### config.mk
export PLATFORM = sky130hd
export DESIGN_NAME = signed_decimal_digit_display_writer_top
export DESIGN_NICKNAME = d
export VERILOG_FILES = /design/src/sddw_pkg.sv /design/src/sddw_dabble_stage.sv /design/src/sddw_emitter.sv /design/src/signed_decimal_digit_display_writer_top.sv
export SDC_FILE = /design/constraint.sdc
export NUM_CORES = 1
export LEC_CHECK = 0
export BUFFER_PORTS_ARGS = -buffer_cell sky130_fd_sc_hd__buf_4
export CORE_ASPECT_RATIO = 1.25
export CORE_UTILIZATION = 39
export CTS_CLUSTER_SIZE = 24
export DETAILED_ROUTE_END_ITERATION = 8
export GPL_TIMING_DRIVEN = 0
export SLEW_MARGIN = 5
export SYNTH_ARGS = -nofsm -noshare
export SYNTH_HDL_FRONTEND = slang
export SYNTH_SLANG_ARGS = --single-unit
### constraint.sdc
create_clock -name i_clk -period 6.5 [get_ports i_clk]
set_input_delay 1.3 -clock i_clk [delete_from_list [all_inputs] [get_ports i_clk]]
set_output_delay 1.3 -clock i_clk [all_outputs]
set_load 0.01 [all_outputs]
### src/sddw_pkg.sv
// ============================================================================
// sddw_pkg
// Shared types, constants and helpers for the signed decimal display writer.
// ============================================================================
package sddw_pkg;

    // Defaults for the top-level parameters
    localparam int MAX_DIGITS_DEF = 8;
    localparam int VALUE_BITS_DEF = 32;

    // Fixed field widths
    localparam int ADDR_W       = 4;
    localparam int CODE_W       = 8;
    localparam int CFG_DIGITS_W = 4;
    localparam int CFG_IDX_W    = 2;
    localparam int BCD_W1       = 4;
    localparam int OUT_TDATA_W  = 16;

    // Binary bits folded into the BCD accumulator per pipeline stage
    localparam int DABBLE_BITS = 4;

    // Configuration register indexes
    localparam logic [CFG_IDX_W-1:0] CFG_DIGITS_IN_USE = 2'd0;
    localparam logic [CFG_IDX_W-1:0] CFG_BLANK_CODE    = 2'd1;
    localparam logic [CFG_IDX_W-1:0] CFG_MINUS_CODE    = 2'd2;
    localparam logic [CFG_IDX_W-1:0] CFG_ZERO_CODE     = 2'd3;

    // Reset values of the configuration registers
    localparam logic [CFG_DIGITS_W-1:0] RST_DIGITS_IN_USE = 4'd8;
    localparam logic [CODE_W-1:0]       RST_BLANK_CODE    = 8'd15;
    localparam logic [CODE_W-1:0]       RST_MINUS_CODE    = 8'd10;
    localparam logic [CODE_W-1:0]       RST_ZERO_CODE     = 8'd62;

    typedef struct packed {
        logic [CFG_DIGITS_W-1:0] digits_in_use;
        logic [CODE_W-1:0]       blank_code;
        logic [CODE_W-1:0]       minus_code;
        logic [CODE_W-1:0]       zero_code;
    } t_cfg;

    // Decimal digits needed for an unsigned number of the given bit count
    function automatic int f_bcd_digits(input int bits);
        return (bits * 30103) / 100000 + 1;
    endfunction

    // Number of dabble stages for the given value width
    function automatic int f_num_stages(input int bits);
        return (bits + DABBLE_BITS - 1) / DABBLE_BITS;
    endfunction

endpackage

### src/sddw_dabble_stage.sv
// ============================================================================
// sddw_dabble_stage
// One register stage of the binary to BCD shift-and-add-3 pipeline.
// ============================================================================
module sddw_dabble_stage #(
    parameter int VALUE_BITS = sddw_pkg::VALUE_BITS_DEF
) (
    input  logic i_clk,
    input  logic i_rst_n,
    input  logic i_valid,
    output logic o_ready,
    input  logic [sddw_pkg::f_num_stages(VALUE_BITS)*sddw_pkg::DABBLE_BITS-1:0] i_bin,
    input  logic [sddw_pkg::f_bcd_digits(VALUE_BITS)*sddw_pkg::BCD_W1-1:0]      i_bcd,
    input  logic i_neg,
    output logic o_valid,
    input  logic i_ready,
    output logic [sddw_pkg::f_num_stages(VALUE_BITS)*sddw_pkg::DABBLE_BITS-1:0] o_bin,
    output logic [sddw_pkg::f_bcd_digits(VALUE_BITS)*sddw_pkg::BCD_W1-1:0]      o_bcd,
    output logic o_neg
);
    import sddw_pkg::*;

    localparam int PAD_BITS   = f_num_stages(VALUE_BITS) * DABBLE_BITS;
    localparam int BCD_DIGITS = f_bcd_digits(VALUE_BITS);
    localparam int BCD_W      = BCD_DIGITS * BCD_W1;

    logic                r_valid;
    logic [PAD_BITS-1:0] r_bin;
    logic [BCD_W-1:0]    r_bcd;
    logic                r_neg;
    logic [PAD_BITS-1:0] n_bin;
    logic [BCD_W-1:0]    n_bcd;

    assign o_ready = !r_valid || i_ready;

    // Fold the top DABBLE_BITS binary bits into the decimal accumulator
    always_comb begin
        n_bin = i_bin;
        n_bcd = i_bcd;
        for (int s = 0; s < DABBLE_BITS; s++) begin
            for (int d = 0; d < BCD_DIGITS; d++) begin
                if (n_bcd[d*BCD_W1 +: BCD_W1] >= 4'd5) begin
                    n_bcd[d*BCD_W1 +: BCD_W1] = n_bcd[d*BCD_W1 +: BCD_W1] + 4'd3;
                end
            end
            n_bcd = {n_bcd[BCD_W-2:0], n_bin[PAD_BITS-1]};
            n_bin = {n_bin[PAD_BITS-2:0], 1'b0};
        end
    end

    always_ff @(posedge i_clk) begin
        if (!i_rst_n) begin
            r_valid <= 1'b0;
        end else if (o_ready) begin
            r_valid <= i_valid;
        end
    end

    always_ff @(posedge i_clk) begin
        if (o_ready && i_valid) begin
            r_bin <= n_bin;
            r_bcd <= n_bcd;
            r_neg <= i_neg;
        end
    end

    assign o_valid = r_valid;
    assign o_bin   = r_bin;
    assign o_bcd   = r_bcd;
    assign o_neg   = r_neg;

endmodule

### src/sddw_emitter.sv
// ============================================================================
// sddw_emitter
// Digit analysis stage, write sequencer and output register.
// ============================================================================
module sddw_emitter #(
    parameter int VALUE_BITS = sddw_pkg::VALUE_BITS_DEF,
    parameter int MAX_DIGITS = sddw_pkg::MAX_DIGITS_DEF
) (
    input  logic                   i_clk,
    input  logic                   i_rst_n,
    input  sddw_pkg::t_cfg         i_cfg,
    input  logic                   i_valid,
    output logic                   o_ready,
    input  logic [sddw_pkg::f_bcd_digits(VALUE_BITS)*sddw_pkg::BCD_W1-1:0] i_bcd,
    input  logic                   i_neg,
    output logic                   o_valid,
    input  logic                   i_ready,
    output logic [sddw_pkg::ADDR_W-1:0] o_addr,
    output logic [sddw_pkg::CODE_W-1:0] o_data,
    output logic                   o_last,
    output logic                   o_overflow
);
    import sddw_pkg::*;

    localparam int BCD_DIGITS = f_bcd_digits(VALUE_BITS);
    localparam int BCD_W      = BCD_DIGITS * BCD_W1;
    localparam int EXT_DIGITS = (BCD_DIGITS > MAX_DIGITS) ? BCD_DIGITS : MAX_DIGITS + 1;
    localparam int EXT_W      = EXT_DIGITS * BCD_W1;
    localparam int CNT_W      = $clog2(MAX_DIGITS + 1);
    localparam int K_W        = $clog2(2 * MAX_DIGITS + 1);
    localparam int IDX_W      = (MAX_DIGITS > 1) ? $clog2(MAX_DIGITS) : 1;

    // ---------------- analysis ----------------
    logic [EXT_W-1:0]      ext;
    logic [CNT_W-1:0]      n_cnt;
    logic [MAX_DIGITS:0]   hi_nz;
    logic [CNT_W-1:0]      nz_cnt;
    logic                  sign_fits;
    logic                  hi_below;
    logic                  is_zero;
    logic [CNT_W-1:0]      wcount;

    logic                  r_an_valid;
    logic [CNT_W-1:0]      r_an_n;
    logic [CNT_W-1:0]      r_an_ndig;
    logic [K_W-1:0]        r_an_total;
    logic                  r_an_zero;
    logic                  r_an_dropped;
    logic [BCD_W1-1:0]     r_an_digit [MAX_DIGITS];

    // ---------------- sequencer ----------------
    logic                  r_sq_busy;
    logic [K_W-1:0]        r_sq_k;
    logic [K_W-1:0]        r_sq_total;
    logic [CNT_W-1:0]      r_sq_n;
    logic [CNT_W-1:0]      r_sq_ndig;
    logic                  r_sq_zero;
    logic                  r_sq_dropped;
    logic [BCD_W1-1:0]     r_sq_digit [MAX_DIGITS];

    logic                  r_out_valid;
    logic [ADDR_W-1:0]     r_out_addr;
    logic [CODE_W-1:0]     r_out_data;
    logic                  r_out_last;
    logic                  r_out_ovf;

    logic                  out_free;
    logic                  emit;
    logic                  is_last;
    logic                  seq_load;
    logic [K_W-1:0]        kk;
    logic [CNT_W-1:0]      pos;
    logic [ADDR_W-1:0]     n_addr;
    logic [CODE_W-1:0]     n_data;

    // Clamp digit count and locate the highest nonzero decimal digit
    always_comb begin
        ext = EXT_W'(i_bcd);
        if (i_cfg.digits_in_use == '0) begin
            n_cnt = CNT_W'(1);
        end else if (i_cfg.digits_in_use > CFG_DIGITS_W'(MAX_DIGITS)) begin
            n_cnt = CNT_W'(MAX_DIGITS);
        end else begin
            n_cnt = CNT_W'(i_cfg.digits_in_use);
        end
        for (int i = 0; i <= MAX_DIGITS; i++) begin
            hi_nz[i] = |(ext >> (BCD_W1 * i));
        end
        nz_cnt = '0;
        for (int p = 0; p < MAX_DIGITS; p++) begin
            if (hi_nz[p] && (CNT_W'(p) < n_cnt)) begin
                nz_cnt = nz_cnt + CNT_W'(1);
            end
        end
        hi_below  = hi_nz[n_cnt - CNT_W'(1)];
        is_zero   = !hi_nz[0];
        sign_fits = i_neg && !hi_below;
        wcount    = is_zero ? CNT_W'(1) : nz_cnt + CNT_W'(sign_fits);
    end

    assign out_free = !r_out_valid || i_ready;
    assign emit     = r_sq_busy && out_free;
    assign is_last  = (r_sq_k == r_sq_total - K_W'(1));
    assign seq_load = r_an_valid && (!r_sq_busy || (emit && is_last));
    assign o_ready  = !r_an_valid || seq_load;

    always_ff @(posedge i_clk) begin
        if (!i_rst_n) begin
            r_an_valid <= 1'b0;
        end else if (o_ready) begin
            r_an_valid <= i_valid;
        end
    end

    always_ff @(posedge i_clk) begin
        if (o_ready && i_valid) begin
            r_an_n       <= n_cnt;
            r_an_ndig    <= nz_cnt;
            r_an_total   <= K_W'(n_cnt) + K_W'(wcount);
            r_an_zero    <= is_zero;
            r_an_dropped <= hi_nz[n_cnt] || (i_neg && hi_below);
            for (int p = 0; p < MAX_DIGITS; p++) begin
                r_an_digit[p] <= ext[p*BCD_W1 +: BCD_W1];
            end
        end
    end

    // Decode the current write: blanks from the top down, then digits and sign
    always_comb begin
        kk  = r_sq_k - K_W'(r_sq_n);
        pos = CNT_W'(kk);
        if (r_sq_k < K_W'(r_sq_n)) begin
            n_addr = ADDR_W'(K_W'(r_sq_n) - r_sq_k);
            n_data = i_cfg.blank_code;
        end else if (r_sq_zero) begin
            n_addr = ADDR_W'(1);
            n_data = i_cfg.zero_code;
        end else if (pos < r_sq_ndig) begin
            n_addr = ADDR_W'(pos) + ADDR_W'(1);
            n_data = CODE_W'(r_sq_digit[IDX_W'(pos)]);
        end else begin
            n_addr = ADDR_W'(pos) + ADDR_W'(1);
            n_data = i_cfg.minus_code;
        end
    end

    always_ff @(posedge i_clk) begin
        if (!i_rst_n) begin
            r_sq_busy <= 1'b0;
            r_sq_k    <= '0;
        end else if (seq_load) begin
            r_sq_busy <= 1'b1;
            r_sq_k    <= '0;
        end else if (emit && is_last) begin
            r_sq_busy <= 1'b0;
        end else if (emit) begin
            r_sq_k <= r_sq_k + K_W'(1);
        end
    end

    always_ff @(posedge i_clk) begin
        if (seq_load) begin
            r_sq_total   <= r_an_total;
            r_sq_n       <= r_an_n;
            r_sq_ndig    <= r_an_ndig;
            r_sq_zero    <= r_an_zero;
            r_sq_dropped <= r_an_dropped;
            r_sq_digit   <= r_an_digit;
        end
    end

    always_ff @(posedge i_clk) begin
        if (!i_rst_n) begin
            r_out_valid <= 1'b0;
        end else if (out_free) begin
            r_out_valid <= emit;
        end
    end

    always_ff @(posedge i_clk) begin
        if (emit) begin
            r_out_addr <= n_addr;
            r_out_data <= n_data;
            r_out_last <= is_last;
            r_out_ovf  <= is_last && r_sq_dropped;
        end
    end

    assign o_valid    = r_out_valid;
    assign o_addr     = r_out_addr;
    assign o_data     = r_out_data;
    assign o_last     = r_out_last;
    assign o_overflow = r_out_ovf;

endmodule

### src/signed_decimal_digit_display_writer_top.sv
// ============================================================================
// signed_decimal_digit_display_writer_top
// Turns signed numbers into runs of seven-segment digit register writes.
// ============================================================================
// Usage:
//   Slave stream: one request per number, tdata holds the two's complement
//   value. Master stream: one request per digit register write; tdata holds
//   the register address (1 = least significant digit), the data code and
//   the overflow flag; tlast marks the final write of a number's run.
//   Each run first blanks digits n..1 (n = digits_in_use, clamped to
//   1..MAX_DIGITS), then writes the zero code to digit 1 for zero, or the
//   decimal digits least significant first plus a minus code for negative
//   numbers. Digits or a sign past digit n are dropped; overflow then marks the last write.
//   Path: an input request reaches the first write through the input
//   register, the binary to BCD pipeline of four bits per stage, the
//   analysis register, the write sequencer and the output register.
//   Throughput: one write per cycle while the receiver is ready; a number
//   takes n + 1 to 2n writes (2 to 16), issued by the single write
//   sequencer. Up to NUM_STAGES + 2 further numbers are buffered in the
//   pipeline meanwhile.
//   Reset (i_rst_n low, synchronous) empties the pipeline and loads the
//   register defaults. When the receiver stalls, the output write holds and
//   the pipeline fills, then drops tready on the slave side.
//   Write configuration registers only while no number is in flight.
// ============================================================================
module signed_decimal_digit_display_writer_top #(
    parameter int VALUE_BITS = sddw_pkg::VALUE_BITS_DEF,
    parameter int MAX_DIGITS = sddw_pkg::MAX_DIGITS_DEF
) (
    input  logic i_clk,
    input  logic i_rst_n,
    // configuration write port
    input  logic                            i_cfg_we,
    input  logic [sddw_pkg::CFG_IDX_W-1:0]  i_cfg_idx,
    input  logic [sddw_pkg::CODE_W-1:0]     i_cfg_data,
    // slave stream
    input  logic i_s_axis_tvalid,
    output logic o_s_axis_tready,
    // [VALUE_BITS-1:0] value, zero padded to whole bytes
    input  logic [((VALUE_BITS + 7) / 8) * 8 - 1:0] i_s_axis_tdata,
    // master stream
    output logic o_m_axis_tvalid,
    input  logic i_m_axis_tready,
    // [3:0] reg_addr, [11:4] reg_data, [12] overflow, [15:13] zero
    output logic [sddw_pkg::OUT_TDATA_W-1:0] o_m_axis_tdata,
    output logic o_m_axis_tlast
);
    import sddw_pkg::*;

    localparam int NUM_STAGES = f_num_stages(VALUE_BITS);
    localparam int PAD_BITS   = NUM_STAGES * DABBLE_BITS;
    localparam int BCD_W      = f_bcd_digits(VALUE_BITS) * BCD_W1;

    // Configuration registers
    t_cfg r_cfg;

    always_ff @(posedge i_clk) begin
        if (!i_rst_n) begin
            r_cfg.digits_in_use <= RST_DIGITS_IN_USE;
            r_cfg.blank_code    <= RST_BLANK_CODE;
            r_cfg.minus_code    <= RST_MINUS_CODE;
            r_cfg.zero_code     <= RST_ZERO_CODE;
        end else if (i_cfg_we) begin
            case (i_cfg_idx)
                CFG_DIGITS_IN_USE: r_cfg.digits_in_use <= i_cfg_data[CFG_DIGITS_W-1:0];
                CFG_BLANK_CODE:    r_cfg.blank_code    <= i_cfg_data;
                CFG_MINUS_CODE:    r_cfg.minus_code    <= i_cfg_data;
                CFG_ZERO_CODE:     r_cfg.zero_code     <= i_cfg_data;
                default: ;
            endcase
        end
    end

    // Stage links: index 0 is the input register, NUM_STAGES the last dabble
    logic                st_valid [NUM_STAGES + 1];
    logic                st_ready [NUM_STAGES + 1];
    logic [PAD_BITS-1:0] st_bin   [NUM_STAGES + 1];
    logic [BCD_W-1:0]    st_bcd   [NUM_STAGES + 1];
    logic                st_neg   [NUM_STAGES + 1];

    // Input register: take sign and magnitude; the most negative value
    // negates to its own unsigned magnitude, so no bit is lost.
    logic                  r_in_valid;
    logic [PAD_BITS-1:0]   r_in_mag;
    logic                  r_in_neg;
    logic [VALUE_BITS-1:0] in_value;
    logic                  in_neg;
    logic [VALUE_BITS-1:0] in_mag;

    assign in_value        = i_s_axis_tdata[VALUE_BITS-1:0];
    assign in_neg          = in_value[VALUE_BITS-1];
    assign in_mag          = in_neg ? (~in_value + VALUE_BITS'(1)) : in_value;
    assign o_s_axis_tready = !r_in_valid || st_ready[0];

    always_ff @(posedge i_clk) begin
        if (!i_rst_n) begin
            r_in_valid <= 1'b0;
        end else if (o_s_axis_tready) begin
            r_in_valid <= i_s_axis_tvalid;
        end
    end

    always_ff @(posedge i_clk) begin
        if (o_s_axis_tready && i_s_axis_tvalid) begin
            r_in_mag <= PAD_BITS'(in_mag);
            r_in_neg <= in_neg;
        end
    end

    assign st_valid[0] = r_in_valid;
    assign st_bin[0]   = r_in_mag;
    assign st_bcd[0]   = '0;
    assign st_neg[0]   = r_in_neg;

    // Binary to BCD pipeline
    for (genvar g = 0; g < NUM_STAGES; g++) begin : g_dabble
        sddw_dabble_stage #(
            .VALUE_BITS (VALUE_BITS)
        ) u_stage (
            .i_clk   (i_clk),
            .i_rst_n (i_rst_n),
            .i_valid (st_valid[g]),
            .o_ready (st_ready[g]),
            .i_bin   (st_bin[g]),
            .i_bcd   (st_bcd[g]),
            .i_neg   (st_neg[g]),
            .o_valid (st_valid[g+1]),
            .i_ready (st_ready[g+1]),
            .o_bin   (st_bin[g+1]),
            .o_bcd   (st_bcd[g+1]),
            .o_neg   (st_neg[g+1])
        );
    end

    // Analysis, write sequencing and output register
    logic [ADDR_W-1:0] out_addr;
    logic [CODE_W-1:0] out_data;
    logic              out_ovf;

    sddw_emitter #(
        .VALUE_BITS (VALUE_BITS),
        .MAX_DIGITS (MAX_DIGITS)
    ) u_emitter (
        .i_clk      (i_clk),
        .i_rst_n    (i_rst_n),
        .i_cfg      (r_cfg),
        .i_valid    (st_valid[NUM_STAGES]),
        .o_ready    (st_ready[NUM_STAGES]),
        .i_bcd      (st_bcd[NUM_STAGES]),
        .i_neg      (st_neg[NUM_STAGES]),
        .o_valid    (o_m_axis_tvalid),
        .i_ready    (i_m_axis_tready),
        .o_addr     (out_addr),
        .o_data     (out_data),
        .o_last     (o_m_axis_tlast),
        .o_overflow (out_ovf)
    );

    assign o_m_axis_tdata = {3'b000, out_ovf, out_data, out_addr};

    // Assertions
    a_ovf_on_last: assert property (@(posedge i_clk) disable iff (!i_rst_n)
        (o_m_axis_tvalid && o_m_axis_tdata[12]) |-> o_m_axis_tlast)
        else $error("overflow flag raised on a write that is not the last");

    a_addr_range: assert property (@(posedge i_clk) disable iff (!i_rst_n)
        o_m_axis_tvalid |-> ((o_m_axis_tdata[3:0] != '0) &&
                             (o_m_axis_tdata[3:0] <= ADDR_W'(MAX_DIGITS))))
        else $error("digit address outside 1..MAX_DIGITS");

    a_reset_empty: assert property (@(posedge i_clk)
        !i_rst_n |=> !o_m_axis_tvalid)
        else $error("write request right after reset");

endmodule
==> summary.txt, run 1 <==
Finish
  • Non-filler cells, final: 4311
  • FF/Latch Area: 14300 sq um
  • Layout Nets: 3589
  • Most frequent cells in the layout: 446 x edfxtp_1, 345 x ha_1, 323 x inv_1
  • Fillers: 7810
  • Area of the multi-input gates: 17700 sq um
  • Util after Layout: 44.8%
  • N_diodes: 0
  • Area delta synth->final: 13.1%
  • Most common cell after layout, fill and taps aside: edfxtp_1
  • Share of cells above drive strength 1: 11.2%

Die
  • Site row count: 118
  • Starting density of the core: 39.6%
  • Die Wd: 262 microns
  • Die ar.: 85800 sq um
  • Die outline height: 327 microns
  • Top Ports: 66
  • Core area: 83300 sq um

Detailed routing
  • Vias per inst: 4.94
  • WL/cell: 12.5 microns
  • # DRC: 0
  • Via count: 21300
  • Routed WL: 53800 microns
  • Drt initial violations: 619
  • Detailed Routing Iterations Pass 1: 4
  • Remaining antenna violation count: 0

CTS
  • Clock tree sinks: 491
  • Clk_lat worst skew: 0.62 ns
  • Worst-path clk slew: 0.06 ns
  • Inserted Clock Buffers: 54
  • CTS max path bufs: 3
  • Root Driver: clkbuf_16
  • Cts hold-fix bufs: 0
  • CTS H-Tree Depth: 2
  • CTS tree: built

Timing
  • Max-slew violation count: 0
  • Clock skew: 0.0552 ns
  • Min Hold Slack: 0.374 ns
  • RSZ-0062 raised after global routing: yes
  • Crit path time final: 6.42 ns
  • Slew headroom: 29.6%
  • Final WS setup: 0.0780 ns
  • Period utilization: 98.8%
  • Tightest Pin Transition: 1.05 ns
  • Setup violators final: 0
  • Fmax: 0.156 GHz
  • Final hold vios: 0

Min path
  • Worst min path class: reg -> reg

Logic synthesis
  • Sequential fraction of the synthesis area: 43.3%
  • Yosys reg bits: 491
  • Synth cell types: 61
  • Compound-Gate Fraction of Synth Area: 11.4%
  • Number of synthesized flops with an enable pin: 446
  • Synth warn: 0
  • Post-synthesis mux area share: 10.6%
  • Synth Area in XOR/XNOR: 5.80%
  • Simple-gate area share of the yosys netlist: 11.3%
  • Post-Syn Instances: 3042
  • Main combinational cell family by area after synthesis: adder cells
  • Adder-Cell Fraction of Synth Area: 13.5%
  • Fraction of registers with async set/reset: 0%
  • Main synth FF type: edfxtp_1
  • Synthesized area: 33000 sq um
  • Mean Syn Cell Area: 10.8 sq um

Global routing
  • Initial antenna violation count: 1
  • GR Overflow Total: 0
  • Pin count of the biggest net entering global routing: 34
  • First-pass GRT wire length: 91400 microns
  • Total track usage: 12.6%
  • Vias in the first global route: 20900

Pwr
  • Final Power: 8040 uW
  • VDD IR max: 206 uV
  • Leakage power: 0.0153 uW
  • Total power divided by cell area: 216 nW/um^2

Placement
  • Placed insts: 4198
  • DP Worst Slack: -1.06 ns
  • Placed wire-length estimate: 41800 microns
  • # port buffers: 62
  • GPL Wtd Cong: 0.798

Critical path
  • Most frequent CP cell: ha_1
  • Critical-path top delay cell: or4_4
  • Slowest Stage Delay on Critical Path: 0.57 ns
  • Crit path arrival time: 6.78 ns
  • Kind of critical path: reg -> reg
  • Crit path launch type: register
  • Crit Path Max Fanout: 3
  • Critical Path RT: 6.86 ns
  • Nature of the critical path endpoint: register

Outcome
  • Run status: completed

Run
  • Maxcap violations: 0
sequential cells by signal (all words and copies together), names as in the netlist, 4 cells and up:
signal / flops
g_dabble.u_stage.o_bcd: 185
g_dabble.u_stage.o_bin: 112
g_dabble.u_stage.o_neg: 8
g_dabble.u_stage.o_valid: 8
r_cfg: 28
r_in_mag: 32
u_emitter.o_addr: 4
u_emitter.o_data: 8
u_emitter.r_an_digit: 32
u_emitter.r_an_n: 4
u_emitter.r_an_ndig: 4
u_emitter.r_an_total: 5
u_emitter.r_sq_digit: 32
u_emitter.r_sq_k: 5
u_emitter.r_sq_n: 4
u_emitter.r_sq_ndig: 4
u_emitter.r_sq_total: 5
where the power goes:
group | leakage, uW | switching (uW) | total (uW) | internal [uW]
sequential | 0.00441 | 25.2 | 3580 | 3560
combinational | 0.00996 | 694 | 1310 | 611
clock | 0.000890 | 1310 | 3160 | 1850
total | 0.0153 | 2020 | 8040 | 6020
through the flow:
| stage | TNS [ns] | area [sq um] |
|---|---|---|
| after floorplan | 0 | 33000 |
| after global placement | -76.19 | 34900 |
| after detailed placement | -3.76 | 35200 |
| after CTS | 0 | 37200 |
| after global routing | -0.707 | 37300 |
| final | 0 | 37300 |
synthesized netlist by cell type (4+ instances only):
cell,number,area (sq um)
edfxtp_1,446,13400
ha_1,351,4390
inv_1,324,1220
a21oi_1,228,1140
mux2i_1,208,2080
xnor2_1,189,1660
nor2_1,159,597
o21ai_0,145,726
nand2b_1,116,726
mux2_2,111,1250
nor2b_1,110,688
nand2_1,104,390
nor3b_1,70,526
o21a_1,46,345
dfxtp_1,45,901
a21boi_0,44,330
a21o_1,31,233
nand3_1,28,140
xor2_1,27,236
a211oi_1,24,180
clkbuf_1,24,90.1
nor3_1,20,100
o211ai_1,16,120
and3_1,12,75.1
and2_1,10,62.6
or4_1,10,75.1
a211o_1,9,78.8
o211a_1,9,90.1
or2_2,9,56.3
mux4_2,8,180
nor4_1,8,50.1
o31ai_1,8,60.1
or3_1,8,50.1
nand3b_1,7,52.6
o21ba_2,7,70.1
o22ai_1,7,43.8
a311o_1,6,60.1
a31oi_1,6,37.5
a311oi_1,5,43.8
a21bo_2,4,40.0
buf_4,4,30.0
o22a_1,4,35.0
layer usage:
| metal | GRT usage, % | vias up | part of all wire, % |
|---|---|---|---|
| met5 | 0 | - | 0 |
| met4 | 3.87 | 0 | 2.6 |
| met2 | 25.7 | 160 | 55 |
| met1 | 12.7 | 9902 | 40 |
| met3 | 1.82 | 80 | 2.5 |
| li1 | - | 11100 | - |
area by class of cell:
class	instances	area share, %
clock buffer	71	4.04
sequential	491	38.3
buffer	28	0.322
inverter	324	3.26
timing repair buffer	88	2.19
tap	1080	3.62
clock inverter	28	0.935
multi-input combinational	2201	47.3
path summary, 6_finish.rpt:
kind / slack (ns) / cells after the start / to / start
worst max-delay path: 0.08 / 30 / u_emitter.r_an_total[3]$_DFFE_PP_ / g_dabble[7].u_stage.o_bcd[26]$_DFFE_PP_
worst min-delay path: 0.37 / 0 / u_emitter.r_sq_total[1]$_DFFE_PP_ / u_emitter.r_an_total[1]$_DFFE_PP_
worst max register to register: 0.08 / 30 / u_emitter.r_an_total[3]$_DFFE_PP_ / g_dabble[7].u_stage.o_bcd[26]$_DFFE_PP_
worst min register to register: 0.37 / 0 / u_emitter.r_sq_total[1]$_DFFE_PP_ / u_emitter.r_an_total[1]$_DFFE_PP_
critical path, delay by kind of cell, from the launching register on:
family          cells  cell delay (ns)
simple gates        8             1.53
flops               1             0.40
buf+inv             3             0.29
fa+ha+maj           8             2.07
compound gates      7             1.16
mux                 3             0.70
xor+xnor            1             0.08
timing repair:
item	in CTS	in global routing
gates resized for setup	13	17
endpoints found under the setup margin	4	4
buffers inserted	5	9
pin swaps	3	20
hold endpoints to repair	0	0
logic make-up after synthesis:
group,Yosys count
muxes,327
buffers and inverters,352
adders and majority gates,354
xor gates and xnor gates,217
AOI/OAI and AO/OA,613
and+or+nand+nor,687
other,1
DFF,491
Note: power is estimated with default switching activity, not from simulation.
==> run 2, diff against run 1 <==
Settings changed: CTS_BUF_LIST from default to sky130_fd_sc_hd__clkbuf_16.
==> run 2 against run 1 <==
Against the previous run: die area unchanged; critical path depth stayed put; global-route usage about the same; wire length grew 0.10%; clock-buffer cell count decreased by 15; maximum frequency barely moved; via count barely moved; largest cell class unchanged; highest routed layer unchanged.
==> summary.txt, run 2 (synthesis gave the netlist of run 1 again) <==
Timing
  • Crit path time final: 6.42 ns (-0.00264 ns)
  • Setup violators final: 0 (unchanged)
  • Min Hold Slack: 0.373 ns (-0.000362 ns)
  • Tightest Pin Transition: 1.07 ns (+0.0190 ns)
  • Final WS setup: 0.0806 ns (+0.00264 ns)
  • RSZ-0062 raised after global routing: yes
  • Fmax: 0.156 GHz (about the same)
  • Clock skew: 0.0553 ns (+0.000184 ns)
  • Slew headroom: 28.3% (-1.3 points)
  • Max-slew violation count: 0 (unchanged)
  • Final hold vios: 0 (unchanged)
  • Period utilization: 98.8% (about the same)

Finish
  • N_diodes: 0 (unchanged)
  • Area delta synth->final: 13.0%
  • Fillers: 7817 (+0.090%)
  • Non-filler cells, final: 4311 (unchanged)
  • Max FFs per register: 185 (unchanged)
  • Most frequent cells in the layout: 446 x edfxtp_1, 345 x ha_1, 333 x inv_1
  • Layout Nets: 3589 (unchanged)
  • Most common cell after layout, fill and taps aside: edfxtp_1
  • Share of cells above drive strength 1: 11.1% (-0.093 points)

Die
  • Top Ports: 66 (unchanged)
  • Site row count: 118 (unchanged)
  • Die Wd: 262 microns (unchanged)
  • Die outline height: 327 microns (unchanged)
  • Core area: 83300 sq um (unchanged)
  • Die ar.: 85800 sq um (unchanged)
  • Starting density of the core: 39.6% (unchanged)

Global routing
  • First-pass GRT wire length: 91500 microns (about the same)
  • GR Overflow Total: 0 (unchanged)
  • Vias in the first global route: 20900 (+0.053%)
  • Pin count of the biggest net entering global routing: 34 (unchanged)
  • Total track usage: 12.6% (about the same)
  • Initial antenna violation count: 1 (unchanged)

Critical path
  • Kind of critical path: reg -> reg
  • Crit path launch type: register
  • Slowest Stage Delay on Critical Path: 0.57 ns (about the same)
  • Critical Path RT: 6.87 ns (about the same)
  • R2R setup slack: 0.08 ns (about the same)
  • Crit path arrival time: 6.79 ns (about the same)
  • Most frequent CP cell: ha_1
  • Nature of the critical path endpoint: register
  • Critical-path top delay cell: or4_4
  • Crit Path Max Fanout: 3 (unchanged)

Pwr
  • Sw Pwr: 2030 uW (+0.11%)
  • Total power divided by cell area: 214 nW/um^2 (-0.77%)
  • Sequential Power Share: 44.9% (+0.4 points)
  • Part of the power in combinational logic: 16.4% (+0.2 points)
  • Leakage power: 0.0153 uW (+0.12%)
  • Clock group share of total power: 38.7% (-0.5 points)
  • Switching portion of total power: 25.4% (+0.26 points)
  • VDD IR max: 206 uV (about the same)
  • P_int: 5950 uW (-1.2%)

Detailed routing
  • Detailed Routing Iterations Pass 1: 5 (+1)
  • # DRC: 0 (unchanged)
  • Remaining antenna violation count: 0 (unchanged)
  • Via count: 21300 (+0.066%)
  • Routed WL: 53900 microns (+0.10%)
  • WL/cell: 12.5 microns (+0.10%)
  • Drt initial violations: 598 (-3.4%)
  • Vias per inst: 4.94 (about the same)

Placement
  • Placed wire-length estimate: 41800 microns (unchanged)
  • Placed insts: 4198 (unchanged)
  • # port buffers: 62 (unchanged)
  • GPL Wtd Cong: 0.798 (unchanged)
  • DP Worst Slack: -1.06 ns (unchanged)

CTS
  • Clk_lat worst skew: 0.62 ns (about the same)
  • Worst-path clk slew: 0.06 ns (about the same)
  • CTS tree: built
  • Root Driver: clkbuf_16
  • Cts hold-fix bufs: 0 (unchanged)
  • CTS max path bufs: 3 (unchanged)
  • Inserted Clock Buffers: 54 (unchanged)
  • Clock tree sinks: 491 (unchanged)
  • CTS H-Tree Depth: 2 (unchanged)

Outcome
  • Run status: completed

Run
  • Maxcap violations: 0 (unchanged)

Min path
  • Worst min path class: reg -> reg
==> run 2: cell count changes in the layout (fill, tap and decap cells not counted) <==
cell	before	now
clkinv_1	3	6
inv_2	1	3
inv_1	323	333
clkbuf_1	34	24
clkbuf_8	5	0
==> run 2: timing repair <==
item	CTS	global route
pin swaps	3	20
resized for setup	13	17
buffers inserted	5	9
setup endpoints to repair	4	4
==> run 2: path summary, 6_finish.rpt <==
kind                                                              start                                 to  depth (start not counted)
worst max-delay path            g_dabble[7].u_stage.o_bcd[26]$_DFFE_PP_  u_emitter.r_an_total[4]$_DFFE_PP_                         30
worst min-delay path                  u_emitter.r_an_total[1]$_DFFE_PP_  u_emitter.r_sq_total[1]$_DFFE_PP_                          0
worst max register to register  g_dabble[7].u_stage.o_bcd[26]$_DFFE_PP_  u_emitter.r_an_total[4]$_DFFE_PP_                         30
worst min register to register        u_emitter.r_an_total[1]$_DFFE_PP_  u_emitter.r_sq_total[1]$_DFFE_PP_                          0
==> run 2: critical path: cells and delay by family (launching register included) <==
kind,cells,cell delay [ns]
buffers and inverters,3,0.29
adder cells (fa/ha/maj),8,2.09
AND/OR/NAND/NOR,8,1.45
XOR/XNOR,1,0.12
multiplexers,3,0.70
flip-flops,1,0.40
AO/OA/AOI/OAI,7,1.17
==> run 2: metrics by stage <==
step	TNS [ns]	util [%]	power, uW	instance area, sq um
3_3_place_gp	-76.19	41.9	4880	34900
5_1_grt	-0.706	44.8	8380	37300
6_report	0	44.8	7970	37300
2_1_floorplan	0	-	4660	33000
4_1_cts	0	44.6	8060	37100
3_5_place_dp	-3.76	42.3	4910	35200
==> run 2: cell type report <==
type | instances | area [sq um] | area share (%)
multi-input combinational | 2201 | 17700 | 47.4
sequential | 491 | 14300 | 38.3
clock buffer | 56 | 1400 | 3.76
tap | 1080 | 1350 | 3.62
inverter | 324 | 1220 | 3.26
timing repair buffer | 88 | 817 | 2.19
clock inverter | 43 | 405 | 1.09
buffer | 28 | 120 | 0.322
==> run 2: metal layers <==
metal  wire [microns]  global-route usage (%)
met4             1400                    3.87
met1            21300                    12.7
met2            29900                    25.7
met3             1350                    1.82
met5                0                       0
==> run 2: power groups by stage <==
stage               sequential [uW]  clock [uW]  combinational (uW)
detailed placement             3650           0                1260
global route                   3590        3290                1500
finish                         3580        3090                1300
CTS                            3580        3200                1280
global placement               3650           0                1230
floorplan                      3640           0                1010
==> run 3, diff against run 2 <==
Settings changed: CORE_MARGIN from default to 4.
==> run 3 against run 2 <==
Against the previous run: via count is 1.2% higher; clock power is 2% higher; setup slack worse by 0.061 ns; core utilization is 0.052 points lower; largest cell class unchanged; highest routed layer unchanged.
==> summary.txt, run 3 (synthesis gave the netlist of run 1 again) <==
Timing
  • Slew headroom: 26.4% (-1.9 points)
  • Clock skew: 0.0711 ns (+0.0157 ns)
  • Setup TNS: 0 ns (unchanged)
  • Setup violators final: 0 (unchanged)
  • Final hold vios: 0 (unchanged)
  • RSZ-0062 raised after global routing: yes
  • Fmax: 0.154 GHz (-0.94%)
  • Final WS setup: 0.0200 ns (-0.0606 ns)
  • Max-slew violation count: 0 (unchanged)
  • Tightest Pin Transition: 1.09 ns (+0.0282 ns)
  • Period utilization: 99.7% (+0.93 points)
  • Crit path time final: 6.48 ns (+0.0606 ns)

CTS
  • CTS H-Tree Depth: 2 (unchanged)
  • Clk_lat worst skew: 0.63 ns (about the same)
  • CTS tree: built
  • Inserted Clock Buffers: 55 (+1.9%)
  • Worst-path clk slew: 0.06 ns (about the same)
  • Clock tree sinks: 491 (unchanged)
  • Root Driver: clkbuf_16
  • CTS max path bufs: 3 (unchanged)

Die
  • Core area: 84100 sq um (+1.0%)
  • Site row count: 119 (+0.85%)
  • Die Wd: 268 microns (+2.3%)
  • Top Ports: 66 (unchanged)
  • Die ar.: 89400 sq um (+4.2%)
  • Starting density of the core: 39.2% (-0.40 points)
  • Die outline height: 333 microns (+1.8%)

Global routing
  • Vias in the first global route: 21100 (+0.67%)
  • Pin count of the biggest net entering global routing: 34 (unchanged)
  • Total track usage: 12.1% (-0.49 points)
  • GR Overflow Total: 0 (unchanged)
  • Initial antenna violation count: 0 (-1)
  • First-pass GRT wire length: 93100 microns (+1.8%)

Finish
  • Most frequent cells in the layout: 446 x edfxtp_1, 344 x ha_1, 333 x inv_1
  • Fillers: 7796 (-0.27%)
  • Max FFs per register: 185 (unchanged)
  • Layout Nets: 3621 (+0.89%)
  • Area delta synth->final: 14.0%
  • Util after Layout: 44.7% (-0.052 points)
  • Share of cells above drive strength 1: 12.1% (+0.98 points)
  • Non-filler cells, final: 4356 (+1.0%)
  • Most common cell after layout, fill and taps aside: edfxtp_1

Pwr
  • Total power divided by cell area: 215 nW/um^2 (+0.39%)
  • Leakage power: 0.0155 uW (+1.3%)
  • VDD IR max: 252 uV (+22%)

Detailed routing
  • WL/cell: 12.6 microns (+0.40%)
  • Vias per inst: 4.95 (+0.15%)
  • Detailed Routing Iterations Pass 1: 5 (unchanged)
  • Drt initial violations: 579 (-3.2%)
  • # DRC: 0 (unchanged)
  • Remaining antenna violation count: 0 (unchanged)
  • Via count: 21500 (+1.2%)
  • Routed WL: 54700 microns (+1.5%)

Placement
  • GPL Wtd Cong: 0.773 (-3.2%)
  • DP Worst Slack: -1.03 ns (+0.0273 ns)
  • Placed insts: 4206 (+0.19%)
  • # port buffers: 62 (unchanged)
  • Placed wire-length estimate: 42100 microns (+0.85%)

Critical path
  • Critical Path RT: 6.86 ns (about the same)
  • Nature of the critical path endpoint: register
  • Kind of critical path: reg -> reg
  • Crit path arrival time: 6.84 ns (+0.05 ns)
  • Crit Path Max Fanout: 3 (unchanged)
  • Critical-path top delay cell: or4_4
  • Most frequent CP cell: ha_4
  • Slowest Stage Delay on Critical Path: 0.56 ns (about the same)
  • Crit path launch type: register

Run
  • Maxcap violations: 0 (unchanged)

Min path
  • Worst min path class: reg -> reg

Outcome
  • Run status: completed
## run 3: changes by cell type in the layout (fill, tap and decap cells not counted), moves of 2 or more
cell / delta
ha_4: +2
buf_4: +32
bufinv_16: +3
nor2_2: +2
clkinvlp_4: -3
clkinv_2: +8
inv_2: -3
clkinv_1: +4
clkinv_4: -4
nor2_1: -2
## run 3: worst max-delay path, delay by kind of cell (launching register included)
kind / cells / cell delay [ns]
multiplexers: 3 / 0.72
buffers and inverters: 3 / 0.30
adder cells (fa/ha/maj): 8 / 2.01
flip-flops: 1 / 0.38
AND/OR/NAND/NOR: 8 / 1.64
AO/OA/AOI/OAI: 7 / 1.12
XOR/XNOR: 1 / 0.13
## run 3: layout make-up
class,count,area [sq um],area share (%)
antenna,1,2.50,0.00665
timing repair buffer,119,1050,2.79
inverter,324,1220,3.23
clock inverter,48,484,1.29
multi-input combinational,2201,17700,47.1
clock buffer,55,1380,3.66
sequential,491,14300,38.0
buffer,28,120,0.319
tap,1089,1360,3.62
## run 3: routing by layer
layer  wire (microns)  part of all wire (%)  global-route usage, %
met1            21600                    39                   12.6
met2            29800                    54                   24.2
met3             1480                   2.7                   1.82
met4             1850                   3.4                   4.25
met5                0                     0                      0
## run 3: timing repair
action                     in CTS  in global routing
hold endpoints to repair        0                  0
cloned                          0                  0
gates resized for setup        17                 17
pin swaps                       5                 23
setup endpoints to repair       4                  4
buffers inserted               34                 12
hold buffers                    0                  0
## run 3: per-stage QoR
| step | hold WS [ns] | total power (uW) | instance area, sq um |
|---|---|---|---|
| after detailed placement | 0.405 | 4920 | 35200 |
| final | 0.409 | 8080 | 37600 |
| after floorplan | 0.400 | 4660 | 33000 |
| after CTS | 0.412 | 8150 | 37400 |
| after global placement | 0.401 | 4890 | 34900 |
| after global routing | 0.421 | 8510 | 37600 |
## run 3: worst paths after layout
kind | from | to | slack, ns | depth (start not counted)
max reg2reg | g_dabble[7].u_stage.o_bcd[31]$_DFFE_PP_ | u_emitter.r_an_total[4]$_DFFE_PP_ | 0.02 | 30
max | g_dabble[7].u_stage.o_bcd[31]$_DFFE_PP_ | u_emitter.r_an_total[4]$_DFFE_PP_ | 0.02 | 30
min | r_in_mag[24]$_DFFE_PP_ | g_dabble[0].u_stage.o_bin[28]$_DFFE_PP_ | 0.41 | 0
min reg2reg | r_in_mag[24]$_DFFE_PP_ | g_dabble[0].u_stage.o_bin[28]$_DFFE_PP_ | 0.41 | 0
## run 3: where the power goes
group / internal (uW) / switching, uW / total, uW
combinational: 623 / 711 / 1330
clock: 1870 / 1290 / 3160
sequential: 3560 / 25.4 / 3580
total: 6050 / 2030 / 8080
